**src/rc4_stream_cipher_top_macros.svh**
```systemverilog
// ----------------------------------------------------------------------------
// RC4 stream cipher - assertion macros
// Shared concurrent assertion forms, clocked on clk_i, off during reset.
// ----------------------------------------------------------------------------
`ifndef RC4_STREAM_CIPHER_TOP_MACROS_SVH
`define RC4_STREAM_CIPHER_TOP_MACROS_SVH

// same-cycle implication
`define RC4SC_ASSERT_SAME(lbl, ante, cons, msg) \
  lbl: assert property (@(posedge clk_i) disable iff (!rst_ni) (ante) |-> (cons)) \
    else $error(msg);

// next-cycle implication
`define RC4SC_ASSERT_NEXT(lbl, ante, cons, msg) \
  lbl: assert property (@(posedge clk_i) disable iff (!rst_ni) (ante) |=> (cons)) \
    else $error(msg);

`endif

```
**src/rc4sc_pkg.sv**
```systemverilog
// ----------------------------------------------------------------------------
// RC4 stream cipher - package
// Shared widths, register indexes and interface structs.
// ----------------------------------------------------------------------------
`timescale 1ns / 1ps

package rc4sc_pkg;

  localparam int unsigned DATA_W        = 8;
  localparam int unsigned PERM_DEPTH    = 256;
  localparam int unsigned PERM_AW       = 8;
  localparam logic [PERM_AW-1:0] LAST_IDX = 8'hFF;

  localparam int unsigned KEY_REG_W     = 64;
  localparam int unsigned KEY_BYTES     = 16;
  localparam int unsigned KEY_IDX_W     = 4;
  localparam int unsigned KEY_LEN_W     = 5;
  localparam logic [KEY_LEN_W-1:0] KEY_LEN_RESET = 5'd16;
  localparam int unsigned MAX_KEY_BYTES_DEF = 16;

  localparam int unsigned CFG_IDX_W     = 2;
  localparam int unsigned CFG_DATA_W    = 64;

  // configuration register indexes
  localparam logic [CFG_IDX_W-1:0] CFG_KEY_LOW    = 2'd0;
  localparam logic [CFG_IDX_W-1:0] CFG_KEY_HIGH   = 2'd1;
  localparam logic [CFG_IDX_W-1:0] CFG_KEY_LENGTH = 2'd2;

  // key material as seen by the engine; len is the effective length
  typedef struct packed {
    logic [KEY_BYTES-1:0][DATA_W-1:0] key;
    logic [KEY_LEN_W-1:0]             len;
  } key_cfg_t;

  // permutation memory request
  typedef struct packed {
    logic               we;
    logic [PERM_AW-1:0] waddr;
    logic [DATA_W-1:0]  wdata;
    logic [PERM_AW-1:0] raddr;
  } mem_req_t;

endpackage

```
**src/rc4sc_ram.sv**
```systemverilog
// ----------------------------------------------------------------------------
// RC4 stream cipher - generic RAM
// One write port, one read port, registered read, read-first.
// ----------------------------------------------------------------------------
`timescale 1ns / 1ps

module rc4sc_ram #(
  parameter int unsigned WIDTH = 8,
  parameter int unsigned DEPTH = 256
) (
  input  logic                     clk_i,
  input  logic                     we_i,
  input  logic [$clog2(DEPTH)-1:0] waddr_i,
  input  logic [WIDTH-1:0]         wdata_i,
  input  logic [$clog2(DEPTH)-1:0] raddr_i,
  output logic [WIDTH-1:0]         rdata_o
);

  logic [WIDTH-1:0] mem_q [DEPTH];
  logic [WIDTH-1:0] rdata_q;

  always_ff @(posedge clk_i) begin
    if (we_i) begin
      mem_q[waddr_i] <= wdata_i;
    end
    rdata_q <= mem_q[raddr_i];
  end

  assign rdata_o = rdata_q;

endmodule

```
**src/rc4sc_cfg.sv**
```systemverilog
// ----------------------------------------------------------------------------
// RC4 stream cipher - configuration registers
// Key words and key length; produces the effective key length.
// ----------------------------------------------------------------------------
`timescale 1ns / 1ps

module rc4sc_cfg #(
  parameter int unsigned MAX_KEY_BYTES = rc4sc_pkg::MAX_KEY_BYTES_DEF
) (
  input  logic                                clk_i,
  input  logic                                rst_ni,
  input  logic                                cfg_we_i,
  input  logic [rc4sc_pkg::CFG_IDX_W-1:0]     cfg_idx_i,
  input  logic [rc4sc_pkg::CFG_DATA_W-1:0]    cfg_data_i,
  output rc4sc_pkg::key_cfg_t                 key_cfg_o
);

  localparam logic [rc4sc_pkg::KEY_LEN_W-1:0] LenMax = rc4sc_pkg::KEY_LEN_W'(MAX_KEY_BYTES);

  logic [rc4sc_pkg::KEY_REG_W-1:0] key_low_q,  key_low_d;
  logic [rc4sc_pkg::KEY_REG_W-1:0] key_high_q, key_high_d;
  logic [rc4sc_pkg::KEY_LEN_W-1:0] key_len_q,  key_len_d;

  always_comb begin
    key_low_d  = key_low_q;
    key_high_d = key_high_q;
    key_len_d  = key_len_q;
    if (cfg_we_i) begin
      unique case (cfg_idx_i)
        rc4sc_pkg::CFG_KEY_LOW:    key_low_d  = cfg_data_i;
        rc4sc_pkg::CFG_KEY_HIGH:   key_high_d = cfg_data_i;
        rc4sc_pkg::CFG_KEY_LENGTH: key_len_d  = cfg_data_i[rc4sc_pkg::KEY_LEN_W-1:0];
        default: ;  // unused index
      endcase
    end
  end

  always_ff @(posedge clk_i or negedge rst_ni) begin
    if (!rst_ni) begin
      key_low_q  <= '0;
      key_high_q <= '0;
      key_len_q  <= rc4sc_pkg::KEY_LEN_RESET;
    end else begin
      key_low_q  <= key_low_d;
      key_high_q <= key_high_d;
      key_len_q  <= key_len_d;
    end
  end

  // zero or oversize length saturates to the maximum
  assign key_cfg_o.key = {key_high_q, key_low_q};
  assign key_cfg_o.len = ((key_len_q == '0) || (key_len_q > LenMax)) ? LenMax : key_len_q;

endmodule

```
**src/rc4sc_engine.sv**
```systemverilog
// ----------------------------------------------------------------------------
// RC4 stream cipher - engine
// Sequencer over the permutation RAM: clear pass, key schedule, keystream.
// ----------------------------------------------------------------------------
`timescale 1ns / 1ps
`include "rc4_stream_cipher_top_macros.svh"

module rc4sc_engine #(
  parameter int unsigned MAX_KEY_BYTES = rc4sc_pkg::MAX_KEY_BYTES_DEF
) (
  input  logic                             clk_i,
  input  logic                             rst_ni,
  input  rc4sc_pkg::key_cfg_t              key_cfg_i,
  input  logic                             in_valid_i,
  output logic                             in_ready_o,
  input  logic [rc4sc_pkg::DATA_W-1:0]     data_byte_i,
  input  logic                             restart_i,
  input  logic                             last_byte_i,
  output logic                             out_valid_o,
  input  logic                             out_ready_i,
  output logic [rc4sc_pkg::DATA_W-1:0]     out_byte_o,
  output logic                             last_out_o,
  output rc4sc_pkg::mem_req_t              mem_req_o,
  input  logic [rc4sc_pkg::DATA_W-1:0]     mem_rdata_i
);

  localparam int unsigned PosW = (MAX_KEY_BYTES > 1) ? $clog2(MAX_KEY_BYTES) : 1;
  localparam int unsigned AW   = rc4sc_pkg::PERM_AW;
  localparam int unsigned DW   = rc4sc_pkg::DATA_W;

  typedef enum logic [2:0] {
    ST_CLR,    // write identity, one entry per cycle
    ST_K_ACC,  // schedule: S[k] arrives, update acc, read S[acc]
    ST_K_W1,   // schedule: write S[k] = S[acc]
    ST_K_W2,   // schedule: write S[acc] = old S[k], read S[k+1]
    ST_IDLE,   // accept; finish previous byte if tail pending
    ST_RD_J,   // S[i] arrives, j += S[i], read S[j]
    ST_RD_K    // S[j] arrives, write S[i], read S[S[i]+S[j]]
  } state_e;

  state_e              state_q, state_d;
  logic [AW-1:0]       cnt_q, cnt_d;
  logic [PosW-1:0]     pos_q, pos_d;
  logic [DW-1:0]       acc_q, acc_d;
  logic [AW-1:0]       i_q, i_d;
  logic [AW-1:0]       j_q, j_d;
  logic [DW-1:0]       a_q, a_d;
  logic [AW-1:0]       t_q, t_d;
  logic [DW-1:0]       data_q, data_d;
  logic                last_q, last_d;
  logic                restart_q, restart_d;
  logic                tail_q, tail_d;
  logic                out_valid_q, out_valid_d;
  logic [DW-1:0]       out_byte_q, out_byte_d;
  logic                last_out_q, last_out_d;
  rc4sc_pkg::mem_req_t req_q;

  rc4sc_pkg::mem_req_t req;
  logic [DW-1:0]       rd_fwd;
  logic [DW-1:0]       ks;
  logic [DW-1:0]       acc_new;
  logic [AW-1:0]       j_new;
  logic                pos_last;
  logic                can_load;
  logic                in_ready;

  // RAM is read-first: a write to the address read in the same cycle is bypassed
  assign rd_fwd = (req_q.we && (req_q.waddr == req_q.raddr)) ? req_q.wdata : mem_rdata_i;

  // S[j] = a lands in the tail cycle, after the keystream read was issued
  assign ks       = (t_q == j_q) ? a_q : rd_fwd;
  assign acc_new  = acc_q + rd_fwd + key_cfg_i.key[rc4sc_pkg::KEY_IDX_W'(pos_q)];
  assign j_new    = j_q + rd_fwd;
  assign pos_last = (rc4sc_pkg::KEY_LEN_W'(pos_q) == (key_cfg_i.len - 1'b1));
  assign can_load = !out_valid_q || out_ready_i;
  assign in_ready = (state_q == ST_IDLE) && (!tail_q || can_load);

  always_comb begin
    state_d     = state_q;
    cnt_d       = cnt_q;
    pos_d       = pos_q;
    acc_d       = acc_q;
    i_d         = i_q;
    j_d         = j_q;
    a_d         = a_q;
    t_d         = t_q;
    data_d      = data_q;
    last_d      = last_q;
    restart_d   = restart_q;
    tail_d      = tail_q;
    out_valid_d = out_valid_q && !out_ready_i;
    out_byte_d  = out_byte_q;
    last_out_d  = last_out_q;
    req.we      = 1'b0;
    req.waddr   = cnt_q;
    req.wdata   = cnt_q;
    req.raddr   = i_q + 1'b1;

    unique case (state_q)
      ST_CLR: begin
        req.we    = 1'b1;
        req.waddr = cnt_q;
        req.wdata = cnt_q;
        req.raddr = '0;
        cnt_d     = cnt_q + 1'b1;
        if (cnt_q == rc4sc_pkg::LAST_IDX) begin
          acc_d   = '0;
          pos_d   = '0;
          state_d = restart_q ? ST_K_ACC : ST_IDLE;
        end
      end
      ST_K_ACC: begin
        a_d       = rd_fwd;
        acc_d     = acc_new;
        req.raddr = acc_new;
        state_d   = ST_K_W1;
      end
      ST_K_W1: begin
        req.we    = 1'b1;
        req.waddr = cnt_q;
        req.wdata = rd_fwd;
        state_d   = ST_K_W2;
      end
      ST_K_W2: begin
        req.we    = 1'b1;
        req.waddr = acc_q;
        req.wdata = a_q;
        pos_d     = pos_last ? '0 : pos_q + 1'b1;
        cnt_d     = cnt_q + 1'b1;
        if (cnt_q == rc4sc_pkg::LAST_IDX) begin
          // schedule done: i = 0, j = 0, then start the byte with i = 1
          req.raddr = AW'(1);
          i_d       = AW'(1);
          j_d       = '0;
          restart_d = 1'b0;
          state_d   = ST_RD_J;
        end else begin
          req.raddr = cnt_q + 1'b1;
          state_d   = ST_K_ACC;
        end
      end
      ST_IDLE: begin
        if (tail_q) begin
          req.we    = 1'b1;
          req.waddr = j_q;
          req.wdata = a_q;
          if (can_load) begin
            out_valid_d = 1'b1;
            out_byte_d  = data_q ^ ks;
            last_out_d  = last_q;
            tail_d      = 1'b0;
          end else begin
            req.raddr = t_q;  // hold the keystream read while stalled
          end
        end
        if (in_valid_i && in_ready) begin
          data_d = data_byte_i;
          last_d = last_byte_i;
          i_d    = i_q + 1'b1;
          if (restart_i) begin
            restart_d = 1'b1;
            cnt_d     = '0;
            state_d   = ST_CLR;
          end else begin
            state_d   = ST_RD_J;
          end
        end
      end
      ST_RD_J: begin
        a_d       = rd_fwd;
        j_d       = j_new;
        req.raddr = j_new;
        state_d   = ST_RD_K;
      end
      ST_RD_K: begin
        req.we    = 1'b1;
        req.waddr = i_q;
        req.wdata = rd_fwd;
        req.raddr = a_q + rd_fwd;
        t_d       = a_q + rd_fwd;
        tail_d    = 1'b1;
        state_d   = ST_IDLE;
      end
      default: state_d = ST_CLR;
    endcase
  end

  always_ff @(posedge clk_i or negedge rst_ni) begin
    if (!rst_ni) begin
      state_q     <= ST_CLR;
      cnt_q       <= '0;
      pos_q       <= '0;
      acc_q       <= '0;
      i_q         <= '0;
      j_q         <= '0;
      a_q         <= '0;
      t_q         <= '0;
      data_q      <= '0;
      last_q      <= 1'b0;
      restart_q   <= 1'b0;
      tail_q      <= 1'b0;
      out_valid_q <= 1'b0;
      out_byte_q  <= '0;
      last_out_q  <= 1'b0;
      req_q       <= '0;
    end else begin
      state_q     <= state_d;
      cnt_q       <= cnt_d;
      pos_q       <= pos_d;
      acc_q       <= acc_d;
      i_q         <= i_d;
      j_q         <= j_d;
      a_q         <= a_d;
      t_q         <= t_d;
      data_q      <= data_d;
      last_q      <= last_d;
      restart_q   <= restart_d;
      tail_q      <= tail_d;
      out_valid_q <= out_valid_d;
      out_byte_q  <= out_byte_d;
      last_out_q  <= last_out_d;
      req_q       <= req;
    end
  end

  assign mem_req_o   = req;
  assign in_ready_o  = in_ready;
  assign out_valid_o = out_valid_q;
  assign out_byte_o  = out_byte_q;
  assign last_out_o  = last_out_q;

  `RC4SC_ASSERT_NEXT(a_byte_three_cycles, in_valid_i && in_ready && !restart_i, ##2 tail_q, "byte did not reach tail in three cycles")
  `RC4SC_ASSERT_NEXT(a_tail_kept, tail_q && out_valid_q && !out_ready_i, tail_q, "pending result dropped while output full")
  `RC4SC_ASSERT_NEXT(a_sched_end, state_q == ST_K_W2 && cnt_q == rc4sc_pkg::LAST_IDX, state_q == ST_RD_J && i_q == AW'(1) && j_q == '0, "schedule did not hand over with i = 1, j = 0")
  `RC4SC_ASSERT_NEXT(a_accept_clears_tail, in_valid_i && in_ready, !tail_q, "accept left a tail pending")

endmodule

```
**src/rc4_stream_cipher_top.sv**
```systemverilog
// ----------------------------------------------------------------------------
// RC4 stream cipher - top level
// A byte without restart passes ST_RD_J, ST_RD_K and an ST_IDLE tail that waits
//   while the output is full, then shows on out_valid_o; the next byte is taken
//   in that tail, after three dependent reads S[i], S[j], S[S[i]+S[j]] on the
//   single read port of the permutation RAM. Restart adds the identity fill, then
//   256 swaps through ST_K_ACC, ST_K_W1, ST_K_W2. Reset: identity fill, in_ready_o
//   low meanwhile; key registers are cleared, key length reads 16; config writes taken always.
// ----------------------------------------------------------------------------
`timescale 1ns / 1ps

module rc4_stream_cipher_top #(
  // longest key in use; the key register space itself is fixed at 16 bytes
  parameter int unsigned MAX_KEY_BYTES = rc4sc_pkg::MAX_KEY_BYTES_DEF
) (
  input  logic                             clk_i,
  input  logic                             rst_ni,
  // configuration write port, no wait, no read-back
  input  logic                             cfg_we_i,
  input  logic [rc4sc_pkg::CFG_IDX_W-1:0]  cfg_idx_i,
  input  logic [rc4sc_pkg::CFG_DATA_W-1:0] cfg_data_i,
  // input transaction
  input  logic                             in_valid_i,
  output logic                             in_ready_o,
  input  logic [rc4sc_pkg::DATA_W-1:0]     data_byte_i,
  input  logic                             restart_i,
  input  logic                             last_byte_i,
  // output transaction
  output logic                             out_valid_o,
  input  logic                             out_ready_i,
  output logic [rc4sc_pkg::DATA_W-1:0]     out_byte_o,
  output logic                             last_out_o
);

  rc4sc_pkg::key_cfg_t             key_cfg;
  rc4sc_pkg::mem_req_t             mem_req;
  logic [rc4sc_pkg::DATA_W-1:0]    mem_rdata;

  // Key registers. A changed key only matters at the next restart, since
  // the engine reads it during the schedule alone.
  rc4sc_cfg #(
    .MAX_KEY_BYTES (MAX_KEY_BYTES)
  ) u_cfg (
    .clk_i      (clk_i),
    .rst_ni     (rst_ni),
    .cfg_we_i   (cfg_we_i),
    .cfg_idx_i  (cfg_idx_i),
    .cfg_data_i (cfg_data_i),
    .key_cfg_o  (key_cfg)
  );

  // Permutation S: 256 x 8, one write and one registered read per cycle.
  // The engine bypasses same-cycle write/read collisions itself.
  rc4sc_ram #(
    .WIDTH (rc4sc_pkg::DATA_W),
    .DEPTH (rc4sc_pkg::PERM_DEPTH)
  ) u_perm_ram (
    .clk_i   (clk_i),
    .we_i    (mem_req.we),
    .waddr_i (mem_req.waddr),
    .wdata_i (mem_req.wdata),
    .raddr_i (mem_req.raddr),
    .rdata_o (mem_rdata)
  );

  // Sequencer: clear pass, key schedule and keystream generation. The
  // result register frees the input side: the next byte is taken in the
  // same cycle the previous result is loaded, and the final write of the
  // swap overlaps that byte's first read.
  rc4sc_engine #(
    .MAX_KEY_BYTES (MAX_KEY_BYTES)
  ) u_engine (
    .clk_i       (clk_i),
    .rst_ni      (rst_ni),
    .key_cfg_i   (key_cfg),
    .in_valid_i  (in_valid_i),
    .in_ready_o  (in_ready_o),
    .data_byte_i (data_byte_i),
    .restart_i   (restart_i),
    .last_byte_i (last_byte_i),
    .out_valid_o (out_valid_o),
    .out_ready_i (out_ready_i),
    .out_byte_o  (out_byte_o),
    .last_out_o  (last_out_o),
    .mem_req_o   (mem_req),
    .mem_rdata_i (mem_rdata)
  );

endmodule
```
**config.mk**
```make
export PLATFORM = sky130hd
export DESIGN_NAME = rc4_stream_cipher_top
export DESIGN_NICKNAME = d
export VERILOG_FILES = /design/src/rc4sc_pkg.sv /design/src/rc4sc_ram.sv /design/src/rc4sc_cfg.sv /design/src/rc4sc_engine.sv /design/src/rc4_stream_cipher_top.sv
export VERILOG_INCLUDE_DIRS = /design/src /design/src/src
export SDC_FILE = /design/constraint.sdc
export NUM_CORES = 2
export LEC_CHECK = 0
export BUFFER_PORTS_ARGS = -buffer_cell sky130_fd_sc_hd__buf_2
export CORE_UTILIZATION = 60
export CTS_BUF_LIST = sky130_fd_sc_hd__clkbuf_16
export CTS_CLUSTER_DIAMETER = 200
export DETAILED_ROUTE_END_ITERATION = 8
export PLACE_DENSITY = 0.72
export SLEW_MARGIN = 15
export SYNTH_ARGS = -nofsm -noshare
export SYNTH_HDL_FRONTEND = slang
export SYNTH_SLANG_ARGS = --single-unit
```
**constraint.sdc**
```tcl
create_clock -name clk_i -period 25.4 [get_ports clk_i]
set_input_delay 1.27 -clock clk_i [delete_from_list [all_inputs] [get_ports clk_i]]
set_output_delay 1.27 -clock clk_i [all_outputs]
set_load 0.01 [all_outputs]
```
==> flow_summary.toml <==
[clocking]
cts_resized = 0
insertion_delay_ns = 0.89
ctsHoldBuffers = 0
cts_tree = "built"
root_buffer = "clkbuf_16"
numCtsBuffers = 221
cts_max_level = 4
postCtsSetupRepairBufs = 0
clockBufferDepth = 3
clkSinkCount = 2290
path_clk_slew_ns = 0.06

[logic_synthesis]
yosys.area.top_type_share_pct = 64.41
yosys_warnings = 0
synth_top_family_by_area = "compound AO/OA/AOI/OAI gates"
synthTopCellsByCount = "edfxtp_1, nand2_1, mux2i_1"
synth_cell_types = 104
syn-num-nets = 6636
synth_xor_area_share_pct = 0.4810
yosysSeqAreaShare_pct = 70.72
synth_seq_cells = 2290
avgSynthCellArea_sq_um = 14.65
synth-edff-count = 2048
synth_ff_type = "edfxtp_1"
synth_compound_area_share_pct = 9.835
yosysMostFrequentCell = "edfxtp_1"
yosys.area.top_type = "edfxtp_1"
yosys-top-cells-area = "edfxtp_1, dfrtp_1, mux2i_1"
synth_area_sq_mm = 0.09548
synthAdderAreaFrac_pct = 0.5242
syn_inst = 6518
synthSimpleGateAreaFrac_pct = 7.647
synth_mux_area_share_pct = 8.172
async_flop_share_pct = 10.22

[worst_setup_path]
crit_required_ns = 26.12
startpoint_type = "register"
critPathCaptureType = "register"
worst-r2r-setup-slack_ns = 16.08
path_class = "reg2reg"
path_max_fanout = 153
regToRegStartpoint = "u_engine.pos_q[0]$_DFFE_PN0P_"
cp-startpoint = "u_engine.pos_q[0]$_DFFE_PN0P_"
critPathArrivalTime_ns = 10.04

[placement]
port_buffers = 91
place_hpwl_um = 170300
gp_congestion = 0.9388

[detailed_routing]
final_antenna_net_count = 0
met2_length_um = 127800
top_layer = "met5"
drt_wl_total_um = 291800
wl_met3_um = 40490
met1Wirelength_um = 104900
initialDrtViolationCount = 9562
firstDrtPassIters = 8
wl_per_cell_um = 33.24
route.detailed.drc = 0
via_count = 61680
via_per_inst = 7.028

[final_layout]
drive_gt1_share_pct = 12.16
layout.nets = 6617
multi_input_area_sq_mm = 0.02580
fillers = 10960
area_growth_pct = 9.680
ff_latch_area_sq_mm = 0.06752

[floorplanning]
ios = 92
die_y_um = 400.9
fp.coreArea_sq_mm = 0.1582
rows = 146
die-area_sq_mm = 0.1607
initial_core_util_pct = 60.35
die-width_um = 400.9

[timing]
fmax_ghz = 0.1073
tightest_slew_ns = 1.400
slew_headroom_pct = 6.674
period_share_pct = 36.70
final-max-slew-violation-count = 0
final_hold_viol_count = 0
period_needed_ns = 9.321
fin_skew_ns = 0.06752
finalSetupViolations = 0
rsz0062_at_grt = "false"
fin_setup_tns_ns = 0

[global_routing]
grt_max_degree = 258
overflow = 0
grt_pass1_vias = 58860
antenna_found_initial = 31
grt_pass1_wl_um = 416700
grt_util_all_layers_pct = 36.00

[job]
drv_cap = 0

[run_status]
status = "complete, no violations"

[min_path]
hold_class = "in2async"
==> per-layer routing <==
| layer | global-route usage, % | vias up |
|---|---|---|
| met5 | 0 | - |
| met4 | 20.43 | 32 |
| met3 | 10.94 | 977 |
| met2 | 52.29 | 4606 |
| met1 | 48.64 | 30690 |
| li1 | - | 25380 |
==> stage by stage <==
| stage | utilization [%] | hold slack (ns) | instances | setup WS, ns | cell area [sq um] |
|---|---|---|---|---|---|
| after global placement | 61.76 | 0.4577 | 8348 | 16.02 | 97710 |
| final | 66.19 | 0.3605 | 8776 | 16.08 | 104700 |
| after CTS | 66.16 | 0.3850 | 8765 | 16.00 | 104700 |
| after floorplan | - | 0.4417 | 6518 | 11.79 | 95480 |
| after detailed placement | 61.77 | 0.4693 | 8348 | 16.03 | 97720 |
| after global routing | 66.18 | 0.4249 | 8766 | 15.93 | 104700 |
==> area by class of cell <==
| cell class | instances | area share [%] |
|---|---|---|
| flip-flops and latches | 2290 | 64.48 |
| repair buffers | 230 | 1.584 |
| inverters | 40 | 0.1565 |
| multi-input cells | 3716 | 24.64 |
| clock inverters | 194 | 1.307 |
| well taps | 2072 | 2.476 |
| diodes | 11 | 0.02629 |
| clock buffers | 223 | 5.329 |
==> worst paths after layout <==
kind	to	depth (start not counted)
min reg2reg	u_engine.out_byte_o[1]$_DFFE_PN0P_	2
max reg2reg	u_perm_ram.rdata_o[4]$_DFF_P_	18
max	u_perm_ram.rdata_o[4]$_DFF_P_	18
max in group asynchronous	u_engine.i_q[0]$_DFFE_PN0P_	2
min	u_cfg.key_high_q[61]$_DFFE_PN0P_	1
min in group clk_i	u_engine.out_byte_o[1]$_DFFE_PN0P_	2
==> state kept, by name, indices dropped and copies added (netlist names) <==
| signal | cells |
|---|---|
| u_perm_ram.mem_q | 2048 |
| u_cfg.key_high_q | 64 |
| u_cfg.key_low_q | 64 |
| u_engine.req_q | 25 |
| u_engine.a_q | 8 |
| u_engine.acc_q | 8 |
| u_engine.cnt_q | 8 |
| u_engine.data_q | 8 |
| u_engine.i_q | 8 |
| u_engine.j_q | 8 |
| u_engine.out_byte_o | 8 |
| u_engine.t_q | 8 |
| u_perm_ram.rdata_o | 8 |
| u_cfg.key_len_q | 5 |
| u_engine.pos_q | 4 |
| u_engine.state_q | 3 |
| u_engine.last_out_o | 1 |
| u_engine.last_q | 1 |
| u_engine.out_valid_o | 1 |
| u_engine.restart_q | 1 |
| u_engine.tail_q | 1 |
==> worst max-delay path: stages, from the launching register on <==
cell and delay, ns:
dfrtp_2 0.34, buf_4 0.55, mux4_2 0.60, mux4_2 0.53
xnor2_1 0.16, ha_1 0.31, mux2i_1 0.23, o22ai_4 0.16
a211o_4 0.57, nor2_8 0.76, buf_12 0.55, buf_4 0.76
buf_12 0.76, mux2i_1 0.27, o22ai_1 0.12, o21ai_0 0.65
nand4_1 0.17, nor4_1 1.05, o311ai_1 0.18
==> placed cells by master (no fill, tap or decap), types with 139 or more instances in the layout <==
cell type / netlist / final
dfrtp_1: 233 / 231
o22ai_1: 194 / 193
edfxtp_1: 2048 / 2048
mux2i_1: 496 / 495
nand2_1: 590 / 590
a21oi_1: 156 / 156
clkbuf_16: 0 / 223
o21ai_0: 341 / 335
and3_1: 175 / 174
nand3_1: 145 / 139
mux2_2: 142 / 142
nor2_1: 351 / 346
==> kinds of logic (layout without fill, tap and decap cells) <==
| kind of cell | after synthesis | in the layout |
|---|---|---|
| compound gates | 1389 | 1389 |
| xor+xnor | 50 | 50 |
| fa+ha+maj | 37 | 37 |
| buf+inv | 512 | 687 |
| flops | 2290 | 2290 |
| mux | 693 | 693 |
| other cells | 0 | 11 |
| simple gates | 1547 | 1547 |
Power is not shown: default switching activity piles up to over one toggle a cycle in this logic, so the estimate is an artifact.
